File: config.mk
export PLATFORM = sky130hd
export DESIGN_NAME = uart_command_frame_decoder_top_flat
export DESIGN_NICKNAME = d
export VERILOG_FILES = /design/src/rtl/ucfd_pkg.sv /design/src/rtl/ucfd_rx_if.sv /design/src/rtl/ucfd_result_if.sv /design/src/rtl/ucfd_frame_eval.sv /design/src/rtl/uart_command_frame_decoder_top.sv /design/src/flat_wrapper.sv
export SDC_FILE = /design/constraint.sdc
export NUM_CORES = 1
export LEC_CHECK = 0
export ABC_AREA = 0
export BUFFER_PORTS_ARGS = -buffer_cell sky130_fd_sc_hd__buf_2
export CAP_MARGIN = 20
export CORE_MARGIN = 4
export CORE_UTILIZATION = 55
export CTS_CLUSTER_SIZE = 12
export DETAILED_ROUTE_END_ITERATION = 6
export PLACE_DENSITY = 0.75
export SYNTH_ARGS = -nofsm -noshare
export SYNTH_HDL_FRONTEND = slang
export SYNTH_HIERARCHICAL = 1
export SYNTH_SLANG_ARGS = --single-unit
File: constraint.sdc
create_clock -name clk -period 8.2 [get_ports clk]
set_input_delay 0.82 -clock clk [delete_from_list [all_inputs] [get_ports clk]]
set_output_delay 0.82 -clock clk [all_outputs]
set_load 0.03 [all_outputs]
File: src/rtl/ucfd_pkg.sv
package ucfd_pkg;

  localparam int FRAME_KEEP = 7;

  localparam logic       FUNC_BYTE = 1'b0;
  localparam logic       FUNC_IDLE = 1'b1;

  localparam logic [7:0] HDR_FIRST       = 8'hAA;
  localparam logic [7:0] HDR_SECOND      = 8'h55;
  localparam logic [7:0] CMD_TOGGLE      = 8'h01;
  localparam logic [7:0] CMD_PARAM_FIRST = 8'h02;
  localparam logic [7:0] CMD_PARAM_LAST  = 8'h0A;
  localparam logic [7:0] CMD_SENSOR      = 8'h0C;
  localparam logic [7:0] CMD_VLIMIT      = 8'h0D;
  localparam logic [7:0] CMD_SAVE        = 8'h0E;

  localparam logic [4:0] COUNT_MAX = 5'd31;

  typedef logic [FRAME_KEEP-1:0][7:0] frame_t;

  typedef struct packed {
    logic        run;
    logic [7:0]  sensor;
    logic [15:0] upper;
    logic [15:0] lower;
  } ctrl_state_t;

  typedef struct packed {
    logic        status;
    logic [7:0]  command;
    logic [3:0]  param_select;
    logic [31:0] param_value;
    logic        motor_run;
    logic        start_pulse;
    logic        stop_pulse;
    logic [7:0]  sensor_mode;
    logic [15:0] volt_upper;
    logic [15:0] volt_lower;
    logic        save_request;
  } result_t;

endpackage

File: src/rtl/ucfd_rx_if.sv
interface ucfd_rx_if;
  logic       valid;
  logic       ready;
  logic       func;
  logic [7:0] rx_byte;

  modport source (output valid, output func, output rx_byte, input ready);
  modport sink   (input valid, input func, input rx_byte, output ready);
endinterface

File: src/rtl/ucfd_result_if.sv
interface ucfd_result_if;
  logic        valid;
  logic        ready;
  logic        status;
  logic [7:0]  command;
  logic [3:0]  param_select;
  logic [31:0] param_value;
  logic        motor_run;
  logic        start_pulse;
  logic        stop_pulse;
  logic [7:0]  sensor_mode;
  logic [15:0] volt_upper;
  logic [15:0] volt_lower;
  logic        save_request;

  modport source (
    output valid, output status, output command, output param_select,
    output param_value, output motor_run, output start_pulse, output stop_pulse,
    output sensor_mode, output volt_upper, output volt_lower, output save_request,
    input ready
  );
  modport sink (
    input valid, input status, input command, input param_select,
    input param_value, input motor_run, input start_pulse, input stop_pulse,
    input sensor_mode, input volt_upper, input volt_lower, input save_request,
    output ready
  );
endinterface

File: src/rtl/ucfd_frame_eval.sv
module ucfd_frame_eval (
  input  ucfd_pkg::frame_t      frame,
  input  ucfd_pkg::ctrl_state_t cur,
  output ucfd_pkg::ctrl_state_t nxt,
  output ucfd_pkg::result_t     res
);
  import ucfd_pkg::*;

  localparam logic [7:0] EXP_ONE = 8'd127;
  localparam logic [7:0] EXP_SAT = 8'd135;
  localparam logic [7:0] EXP_TOP = 8'd134;
  localparam logic [7:0] EXP_SPECIAL = 8'hFF;

  // Truncate an IEEE single toward zero into 0..255, saturating; negatives and NaN give 0.
  function automatic logic [7:0] float_to_u8(input logic [31:0] bits);
    logic        sgn;
    logic [7:0]  expo;
    logic [22:0] mant;
    logic [23:0] sig;
    logic [7:0]  sh_wide;
    logic [7:0]  val;
    sgn     = bits[31];
    expo    = bits[30:23];
    mant    = bits[22:0];
    sig     = {1'b1, mant};
    sh_wide = EXP_TOP - expo;
    if (expo == EXP_SPECIAL && mant != '0) begin
      val = 8'd0;
    end else if (sgn) begin
      val = 8'd0;
    end else if (expo == EXP_SPECIAL) begin
      val = 8'hFF;
    end else if (expo < EXP_ONE) begin
      val = 8'd0;
    end else if (expo >= EXP_SAT) begin
      val = 8'hFF;
    end else begin
      val = sig[23:16] >> sh_wide[2:0];
    end
    return val;
  endfunction

  logic        hdr_ok;
  logic [7:0]  cmd;
  logic [31:0] data;
  logic [7:0]  sel_wide;

  assign hdr_ok   = (frame[0] == HDR_FIRST) && (frame[1] == HDR_SECOND);
  assign cmd      = frame[2];
  assign data     = {frame[6], frame[5], frame[4], frame[3]};
  assign sel_wide = cmd - CMD_TOGGLE;

  always_comb begin
    nxt = cur;
    res = '0;
    if (hdr_ok) begin
      res.status  = 1'b1;
      res.command = cmd;
      unique case (cmd) inside
        CMD_TOGGLE: begin
          nxt.run         = !cur.run;
          res.start_pulse = !cur.run;
          res.stop_pulse  = cur.run;
        end
        [CMD_PARAM_FIRST:CMD_PARAM_LAST]: begin
          res.param_select = sel_wide[3:0];
          res.param_value  = data;
        end
        CMD_SENSOR: nxt.sensor = float_to_u8(data);
        CMD_VLIMIT: begin
          nxt.upper = data[15:0];
          nxt.lower = data[31:16];
        end
        CMD_SAVE: res.save_request = 1'b1;
        default: ;
      endcase
    end
    res.motor_run   = nxt.run;
    res.sensor_mode = nxt.sensor;
    res.volt_upper  = nxt.upper;
    res.volt_lower  = nxt.lower;
  end

endmodule

File: src/rtl/uart_command_frame_decoder_top.sv
// A result word is registered when its line-idle word is taken: into out_reg, or into skid_reg if out_reg is stalled.
// Throughput: one rx word per cycle; a two-deep result buffer (output register plus
// skid register) keeps rx_ch ready until both are full.
// Reset (rst, synchronous): clears the frame buffer, byte count, run flag, sensor mode,
// voltage limits and both result valid flags.
module uart_command_frame_decoder_top #(
  parameter int RX_BUFFER_LEN = 16
) (
  input logic    clk,
  input logic    rst,
  ucfd_rx_if.sink       rx_ch,
  ucfd_result_if.source result_ch
);
  import ucfd_pkg::*;

  // Frame capture state: first bytes of the frame and a saturating byte count.
  frame_t      frame;
  logic [4:0]  byte_count;
  ctrl_state_t ctrl;
  ctrl_state_t ctrl_next;
  result_t     res_next;

  // Result buffer: out_reg drives the port, skid_reg catches a word that
  // arrives while out_reg is stalled.
  result_t out_reg;
  result_t skid_reg;
  logic    out_valid;
  logic    skid_valid;

  logic rx_take;
  logic idle_take;
  logic byte_take;
  logic res_pop;

  assign rx_ch.ready = !skid_valid;
  assign rx_take     = rx_ch.valid && rx_ch.ready;
  assign idle_take   = rx_take && (rx_ch.func == FUNC_IDLE);
  assign byte_take   = rx_take && (rx_ch.func == FUNC_BYTE);
  assign res_pop     = out_valid && result_ch.ready;

  // Judge the captured frame and work out the state it leaves behind.
  ucfd_frame_eval u_eval (
    .frame (frame),
    .cur   (ctrl),
    .nxt   (ctrl_next),
    .res   (res_next)
  );

  // Capture bytes; on line idle commit the command state and restart the frame.
  always_ff @(posedge clk) begin
    if (rst) begin
      frame      <= '0;
      byte_count <= '0;
      ctrl       <= '0;
    end else if (idle_take) begin
      frame      <= '0;
      byte_count <= '0;
      ctrl       <= ctrl_next;
    end else if (byte_take) begin
      if (int'(byte_count) < RX_BUFFER_LEN) begin
        // Keep only the head of the frame; later bytes just advance the count.
        if (int'(byte_count) < FRAME_KEEP) begin
          frame[byte_count[2:0]] <= rx_ch.rx_byte;
        end
        if (byte_count < COUNT_MAX) begin
          byte_count <= byte_count + 5'd1;
        end
      end
    end
  end

  // Result buffer valid flags.
  always_ff @(posedge clk) begin
    if (rst) begin
      out_valid  <= 1'b0;
      skid_valid <= 1'b0;
    end else if (skid_valid) begin
      // Input is held off here, so only a pop can happen: advance the skid word.
      if (res_pop) begin
        skid_valid <= 1'b0;
      end
    end else if (idle_take) begin
      if (out_valid && !res_pop) begin
        skid_valid <= 1'b1;
      end else begin
        out_valid <= 1'b1;
      end
    end else if (res_pop) begin
      out_valid <= 1'b0;
    end
  end

  // Result buffer payload.
  always_ff @(posedge clk) begin
    if (skid_valid) begin
      if (res_pop) begin
        out_reg <= skid_reg;
      end
    end else if (idle_take) begin
      if (out_valid && !res_pop) begin
        skid_reg <= res_next;
      end else begin
        out_reg <= res_next;
      end
    end
  end

  assign result_ch.valid        = out_valid;
  assign result_ch.status       = out_reg.status;
  assign result_ch.command      = out_reg.command;
  assign result_ch.param_select = out_reg.param_select;
  assign result_ch.param_value  = out_reg.param_value;
  assign result_ch.motor_run    = out_reg.motor_run;
  assign result_ch.start_pulse  = out_reg.start_pulse;
  assign result_ch.stop_pulse   = out_reg.stop_pulse;
  assign result_ch.sensor_mode  = out_reg.sensor_mode;
  assign result_ch.volt_upper   = out_reg.volt_upper;
  assign result_ch.volt_lower   = out_reg.volt_lower;
  assign result_ch.save_request = out_reg.save_request;

endmodule

File: src/flat_wrapper.sv
// flat-port wrapper written by rule: the top's interface ports become plain ports
module uart_command_frame_decoder_top_flat import ucfd_pkg::*;
#(
  parameter int RX_BUFFER_LEN = 16
)
  (clk, rst, rx_ch_valid, rx_ch_func, rx_ch_rx_byte, rx_ch_ready, result_ch_valid, result_ch_status, result_ch_command, result_ch_param_select, result_ch_param_value, result_ch_motor_run, result_ch_start_pulse, result_ch_stop_pulse, result_ch_sensor_mode, result_ch_volt_upper, result_ch_volt_lower, result_ch_save_request, result_ch_ready);
  ucfd_rx_if rx_ch_i ();
  ucfd_result_if result_ch_i ();
  input logic clk;
  input logic rst;
  input wire logic [$bits(rx_ch_i.valid)-1:0] rx_ch_valid;
  input wire logic [$bits(rx_ch_i.func)-1:0] rx_ch_func;
  input wire logic [$bits(rx_ch_i.rx_byte)-1:0] rx_ch_rx_byte;
  output wire logic [$bits(rx_ch_i.ready)-1:0] rx_ch_ready;
  output wire logic [$bits(result_ch_i.valid)-1:0] result_ch_valid;
  output wire logic [$bits(result_ch_i.status)-1:0] result_ch_status;
  output wire logic [$bits(result_ch_i.command)-1:0] result_ch_command;
  output wire logic [$bits(result_ch_i.param_select)-1:0] result_ch_param_select;
  output wire logic [$bits(result_ch_i.param_value)-1:0] result_ch_param_value;
  output wire logic [$bits(result_ch_i.motor_run)-1:0] result_ch_motor_run;
  output wire logic [$bits(result_ch_i.start_pulse)-1:0] result_ch_start_pulse;
  output wire logic [$bits(result_ch_i.stop_pulse)-1:0] result_ch_stop_pulse;
  output wire logic [$bits(result_ch_i.sensor_mode)-1:0] result_ch_sensor_mode;
  output wire logic [$bits(result_ch_i.volt_upper)-1:0] result_ch_volt_upper;
  output wire logic [$bits(result_ch_i.volt_lower)-1:0] result_ch_volt_lower;
  output wire logic [$bits(result_ch_i.save_request)-1:0] result_ch_save_request;
  input wire logic [$bits(result_ch_i.ready)-1:0] result_ch_ready;
  assign rx_ch_i.valid = rx_ch_valid;
  assign rx_ch_i.func = rx_ch_func;
  assign rx_ch_i.rx_byte = rx_ch_rx_byte;
  assign rx_ch_ready = rx_ch_i.ready;
  assign result_ch_valid = result_ch_i.valid;
  assign result_ch_status = result_ch_i.status;
  assign result_ch_command = result_ch_i.command;
  assign result_ch_param_select = result_ch_i.param_select;
  assign result_ch_param_value = result_ch_i.param_value;
  assign result_ch_motor_run = result_ch_i.motor_run;
  assign result_ch_start_pulse = result_ch_i.start_pulse;
  assign result_ch_stop_pulse = result_ch_i.stop_pulse;
  assign result_ch_sensor_mode = result_ch_i.sensor_mode;
  assign result_ch_volt_upper = result_ch_i.volt_upper;
  assign result_ch_volt_lower = result_ch_i.volt_lower;
  assign result_ch_save_request = result_ch_i.save_request;
  assign result_ch_i.ready = result_ch_ready;
  uart_command_frame_decoder_top #(.RX_BUFFER_LEN(RX_BUFFER_LEN)) u_core (.clk(clk), .rst(rst), .rx_ch(rx_ch_i), .result_ch(result_ch_i));
endmodule
==> results of run 1 <==
-- cell usage after synthesis, types with 2 or more instances --
library cell | number | area, sq um
edfxtp_1 | 178 | 5350
mux2_2 | 109 | 1230
dfxtp_1 | 104 | 2080
nand2_1 | 97 | 364
a21oi_1 | 64 | 320
nand3b_1 | 58 | 435
mux2i_1 | 51 | 510
clkbuf_1 | 47 | 176
and2_1 | 44 | 275
buf_4 | 44 | 330
o21ai_0 | 25 | 125
mux2_1 | 13 | 146
nand3_1 | 13 | 65.1
nor2_1 | 12 | 45.0
ha_1 | 10 | 125
nor4_1 | 8 | 50.1
inv_1 | 7 | 26.3
buf_6 | 6 | 67.6
a211oi_1 | 4 | 30.0
and3_1 | 4 | 25.0
nand4_1 | 4 | 25.0
nor2b_1 | 4 | 25.0
buf_1 | 3 | 11.3
buf_2 | 3 | 15.0
nand2b_1 | 3 | 18.8
nand4bb_1 | 3 | 33.8
nor3_1 | 3 | 15.0
or4b_4 | 3 | 41.3
nand4b_1 | 2 | 17.5
or3_1 | 2 | 12.5
or4_1 | 2 | 15.0
xor2_1 | 2 | 17.5
-- through the flow --
step	total power [mW]	cell area [sq um]	hold WS (ns)	util (%)
after floorplan	1.68	12200	0.433	-
after global placement	1.71	12500	0.438	57.5
after detailed placement	1.72	12500	0.444	57.5
after CTS	2.90	13400	0.453	61.3
after global routing	2.97	13400	0.468	61.4
final	2.87	13400	0.453	61.4
-- how the worst max path moves through the flow --
stage                 startpoint                               end
2_1_floorplan         rx_ch_func       u_core/result_ch.command[0]
3_3_place_gp          rx_ch_func       u_core/result_ch.command[3]
3_5_place_dp          rx_ch_func  u_core/result_ch.param_value[31]
4_1_cts        u_core/skid_valid       u_core/result_ch.command[5]
5_1_grt        u_core/skid_valid       u_core/result_ch.command[6]
6_report       u_core/skid_valid       u_core/result_ch.command[5]
-- tightest hold or removal path, cell delays in order (launching register included) --
cell and delay (ns):
dfxtp_1 0.31, nand2_1 0.05, a21oi_1 0.05
-- logic make-up after synthesis --
family          count (synthesis)  synth area share, %
compound gates                100                 4.39
buf+inv                       110                 5.14
xor+xnor                        3                0.215
fa+ha+maj                      10                 1.03
flops                         282                 60.9
simple gates                  271                 12.9
mux                           173                 15.4
-- area by class of cell --
cell class / instances / area [sq um] / area share, %
clock buffer: 49 / 831 / 6.20
clock inverter: 3 / 15.0 / 0.112
inverter: 7 / 26.3 / 0.196
multi-input combinational: 557 / 4160 / 31.1
sequential: 282 / 7430 / 55.5
tap: 280 / 350 / 2.62
timing repair buffer: 111 / 576 / 4.30
-- power by group through the flow --
stage	Clock (mW)	Combinational, mW	Sequential, mW
after CTS	1.21	0.144	1.54
after global routing	1.28	0.152	1.54
after detailed placement	0	0.144	1.57
after floorplan	0	0.0612	1.62
after global placement	0	0.143	1.57
final	1.19	0.143	1.54
-- routing by layer --
metal / track usage (%) / vias to the layer above
met5: 0 / -
met4: 4.42 / 0
met3: 3.11 / 42
met2: 31.5 / 175
met1: 28.3 / 3601
li1: - / 3478
==> results.txt, run 1 <==
DRT antenna net count - 0
Sw power - 0.618 mW
Total global routing track utilization - 19.6%
Number of synthesized flops with an enable pin - 178
Power density over the cells - 214 nW/um^2
Most frequent standard cell in the layout excluding fill and tap cells - edfxtp_1
DRC violation total after the first TritonRoute iteration - 568
Number of vias in the routed layout - 7296
Final RePlAce weighted congestion - 0.789
Setup WS pre-CTS - 4.46 ns
Synthesized flop and latch total - 282
Placeable core region - 21800 sq um
Nature of the critical path startpoint - flop
Final sum of negative setup slack - 0 ns
Required time of the critical path - 8.35 ns
Reg2reg start - u_core/skid_valid
Class of the tightest hold or removal check - reg -> reg
Clock tree buffer depth - 3
Worst path bufs/invs - 2
Die X-Extent - 157 um
Max_slew headroom - 29.2%
Starting density of the core - 55.9%
Net switching fraction of the power - 21.5%
Synthesized cell area - 12200 sq um
Worst min-delay path endpoint - u_core/ctrl[31]
Largest register FFs - 89
Worst hold path stage count - 2
Quantity of I/O buffers inserted on ports - 103
Setup Viol. Count Final - 0
Main synth FF type - edfxtp_1
Kind of critical path - reg -> reg
Maxcap violations - 0
Chip Height - 157 um
Placed wire-length estimate - 15000 um
Detailed-routed wire length on met3 - 1230 um
FP Rows - 54
Full die area - 24600 sq um
Async set-or-reset flop fraction in the synthesized netlist - 0%
Worst EP arrival - 3.50 ns
Share of the cycle needed by the critical path after routing - 40.9%
Clock insertion delay at the later pin of the skew report - 0.53 ns
Number of cells on the critical path - 5
CP dominant cell by count - buf_4
Final min period - 3.36 ns
Antenna violations before repair - 0
Detailed-routed wire length on met2 - 11700 um
Pleak - 4.94 nW
Number of diodes added for antenna fixing - 0
Fin. max-slew vios - 0
Via density per instance - 5.66
Num ports - 104
Setup repair after global routing missed its margin - no
Most frequent cells in the layout - edfxtp_1 (178), mux2_2 (109), dfxtp_1 (103)
Clock sink count - 282
Area growth from synthesis to final layout - 9.76%
Tightest Pin Transition - 1.06 ns
Largest delay contributor family on the critical path - buffers and inverters
Number of buffers created by CTS - 28
Final Non-Filler Cells - 1289
Internal power of the cells - 2.25 mW
Root buffer cell - clkbuf_16
Nature of the critical path endpoint - flop
Hold Violations, Final - 0
Net count, final - 1010
Number of distinct library cell variants in the gate-level netlist after synthesis - 49
Result of the run - finished, final reports clean
Final worst setup slack - 4.84 ns
Worst reg2reg endpoint - u_core/result_ch.command[5]
Filler cells - 1664
R2R cell count - 5
Synth Net Count - 972
Average cell area after synthesis - 12.9 sq um
Hold wc startpoint - u_core/ctrl[31]
Count of unresolved DRC violations after routing - 0
Placed instance count - 1236
Maximum number of pins on one net before global-route repair - 101
Critical path fanouts, max - 60
Highest Signal Layer - met4
TritonCTS clock tree - built
Overall routed net length - 24500 um
Sequential element share of the synthesized area - 60.9%
Post-cts hold buffer count - 0
Gr ovfl total - 0
Total number of H-tree levels - 1
Cell-by-cell listing of the critical path - and3b_1 -> buf_4 -> a21oi_1 -> a21oi_4 -> buf_4
R2r setup slk - 4.84 ns
Post-Route M1 WL - 11100 um
Clock-pin slew reported for the worst setup and hold paths after clock tree synthesis - 0.06 ns
Maximum vdd drop - 0.150 mV
Number of iterations in the first detailed-routing pass - 5
Clock share of power - 41.3%
Maximum clock skew at final layout - 0.0178 ns
Synthesized instance count - 949
Cell at the slowest stage of the critical path - a21oi_4
Slowest cell delay on critical path - 0.81 ns
Vias in the first global route - 7088
Synth Warn # - 6
CTS resizes - 0
Share of final-layout standard cells stronger than drive strength 1 - 26.4%
First-pass GRT wire length - 38900 um
Combinational share of power - 5.0%
Average wire per cell in the routed design - 19.0 um
Sequential cell fraction of total power - 53.7%
Post-CTS Setup Repair Bufs - 0
Highest attainable clock frequency - 298 MHz
Power figures use the tool's default switching activity.
==> inputs of run 2 (changes only) <==
Settings changed: ABC_AREA 0 to 1, CORE_UTILIZATION 55 to 54, PLACE_DENSITY 0.75 to 0.77.
Clock period 8.2 ns to 2.74 ns, I/O delays scaled along.
==> results.txt, run 2 <==
Setup repair after global routing missed its margin - no
Number of synthesized flops with an enable pin - 178
Nature of the critical path startpoint - flop
Num ports - 104
Setup Viol. Count Final - 0
Share of the cycle needed by the critical path after routing - 84.2%
First-pass GRT wire length - 48700 um
Number of vias in the routed layout - 10200
Worst reg2reg endpoint - u_core/result_ch.sensor_mode[5]
Chip Height - 164 um
Clock-pin slew reported for the worst setup and hold paths after clock tree synthesis - 0.06 ns
Tightest Pin Transition - 0.993 ns
Most frequent cells in the layout - nand2_1 (590), edfxtp_1 (178), nand3_1 (119)
Hold wc startpoint - result_ch_ready
Total global routing track utilization - 22.4%
Synth Net Count - 1565
Maximum number of pins on one net before global-route repair - 97
Number of distinct library cell variants in the gate-level netlist after synthesis - 34
Sequential element share of the synthesized area - 56.5%
Maximum clock skew at final layout - 0.0224 ns
Result of the run - finished, final reports clean
Starting density of the core - 55.5%
Hold Violations, Final - 0
Main synth FF type - edfxtp_1
Clock tree buffer depth - 3
Kind of critical path - reg -> out
Nature of the critical path endpoint - output pin
Area growth from synthesis to final layout - 9.72%
Share of Yosys cell area claimed by the top area cell type - 40.6%
Final min period - 2.31 ns
Worst min-delay path endpoint - u_core/skid_valid
R2R cell count - 10
Count of unresolved DRC violations after routing - 0
Fin. max-slew vios - 0
Class of the tightest hold or removal check - in -> reg
Setup WS pre-CTS - 0.604 ns
Share of final-layout standard cells stronger than drive strength 1 - 14.6%
Average cell area after synthesis - 8.53 sq um
Overall routed net length - 30200 um
Slowest cell delay on critical path - 0.71 ns
FP Rows - 56
Quantity of I/O buffers inserted on ports - 103
Most frequent standard cell in the layout excluding fill and tap cells - nand2_1
Async set-or-reset flop fraction in the synthesized netlist - 0%
Largest register FFs - 89
Cell-by-cell listing of the critical path - inv_2 -> buf_4 -> buf_2
Via density per instance - 5.35
Biggest area contributors in the synthesized netlist - edfxtp_1 (41%), nand2_1 (17%), dfxtp_1 (16%)
DRT antenna net count - 0
Cell at the slowest stage of the critical path - buf_4
Number of diodes added for antenna fixing - 0
Worst EP arrival - 2.03 ns
Average wire per cell in the routed design - 15.8 um
TritonCTS clock tree - built
Highest attainable clock frequency - 433 MHz
Clock sink count - 282
Total number of H-tree levels - 1
Required time of the critical path - 2.47 ns
Synthesized instance count - 1542
Synthesized flop and latch total - 282
Net count, final - 1596
Final RePlAce weighted congestion - 0.915
Maximum vdd drop - 0.400 mV
Final sum of negative setup slack - 0 ns
Leading cell types by count after synthesis - nand2_1 (590), edfxtp_1 (178), nand3_1 (119), nor2_1 (114), dfxtp_1 (104)
Placed wire-length estimate - 19500 um
CTS resizes - 0
Synthesized cell area - 13200 sq um
Filler cells - 2005
Most common cell in the netlist - nand2_1
Vias in the first global route - 9377
Final worst setup slack - 0.432 ns
Full die area - 26900 sq um
Total power - 8.76 mW
Worst hold path stage count - 4
Gr ovfl total - 0
Synth Warn # - 6
Library cell with the largest summed area after synthesis - edfxtp_1
Pleak - 5.71 nW
Die X-Extent - 164 um
Critical path fanouts, max - 91
Power density over the cells - 607 nW/um^2
Root buffer cell - clkbuf_16
Worst Setup SP - u_core/skid_valid
Post-CTS Setup Repair Bufs - 0
Antenna violations before repair - 0
Maxcap violations - 0
R2r setup slk - 0.51 ns
Placeable core region - 23700 sq um
Reg2reg start - u_core/frame[47]
Post-cts hold buffer count - 0
Number of iterations in the first detailed-routing pass - 6
DRC violation total after the first TritonRoute iteration - 1200
Max_slew headroom - 33.8%
Number of buffers created by CTS - 29
Clock insertion delay at the later pin of the skew report - 0.55 ns
[run 2: area by class of cell]
class | instances | area (sq um) | share of cell area (%)
tap | 319 | 399 | 2.77
inverter | 87 | 327 | 2.26
multi-input combinational | 1046 | 4650 | 32.2
clock buffer | 49 | 852 | 5.90
sequential | 282 | 7430 | 51.5
clock inverter | 5 | 28.8 | 0.199
timing repair buffer | 127 | 746 | 5.17
[run 2: worst max path at each step]
stage / to / cells after the start
floorplan: u_core/result_ch.command[0] / 6
global placement: u_core/result_ch.sensor_mode[5] / 10
detailed placement: u_core/result_ch.sensor_mode[5] / 10
CTS: rx_ch_ready / 3
global route: rx_ch_ready / 3
finish: rx_ch_ready / 3
[run 2: stage by stage]
step / hold WS (ns) / instances / utilization [%] / cell area (sq um)
floorplan: 0.441 / 1542 / - / 13200
global placement: 0.448 / 1861 / 57.2 / 13600
detailed placement: 0.453 / 1861 / 57.2 / 13600
CTS: 0.0620 / 1915 / 60.9 / 14400
global route: 0.149 / 1915 / 60.9 / 14400
finish: 0.0973 / 1915 / 60.9 / 14400
[run 2: logic make-up (layout without fill, tap and decap cells)]
group | count (synthesis) | after routing | share of synthesized area (%)
AO/OA/AOI/OAI | 137 | 137 | 5.32
XOR/XNOR | 1 | 1 | 0.0666
buffers and inverters | 214 | 268 | 8.29
adder cells (fa/ha/maj) | 10 | 10 | 0.951
AND/OR/NAND/NOR | 898 | 898 | 28.9
flip-flops | 282 | 282 | 56.5
[run 2: where the power goes]
part	internal, mW	switching [mW]
registers	4.58	0.0319
clock network	2.11	1.56
logic	0.112	0.378
[run 2: critical path, delay by kind of cell (launching register included)]
kind,cells,cell delay [ns]
flops,1,0.36
buf+inv,3,1.11
[run 2: metal layers]
| layer | vias to the layer above | track usage (%) | wire, um |
|---|---|---|---|
| met5 | - | 0 | 0 |
| met4 | 0 | 7.97 | 858 |
| met3 | 65 | 3.71 | 2670 |
| met2 | 470 | 36.1 | 14200 |
| met1 | 4699 | 30.9 | 12500 |
| li1 | 5012 | - | - |
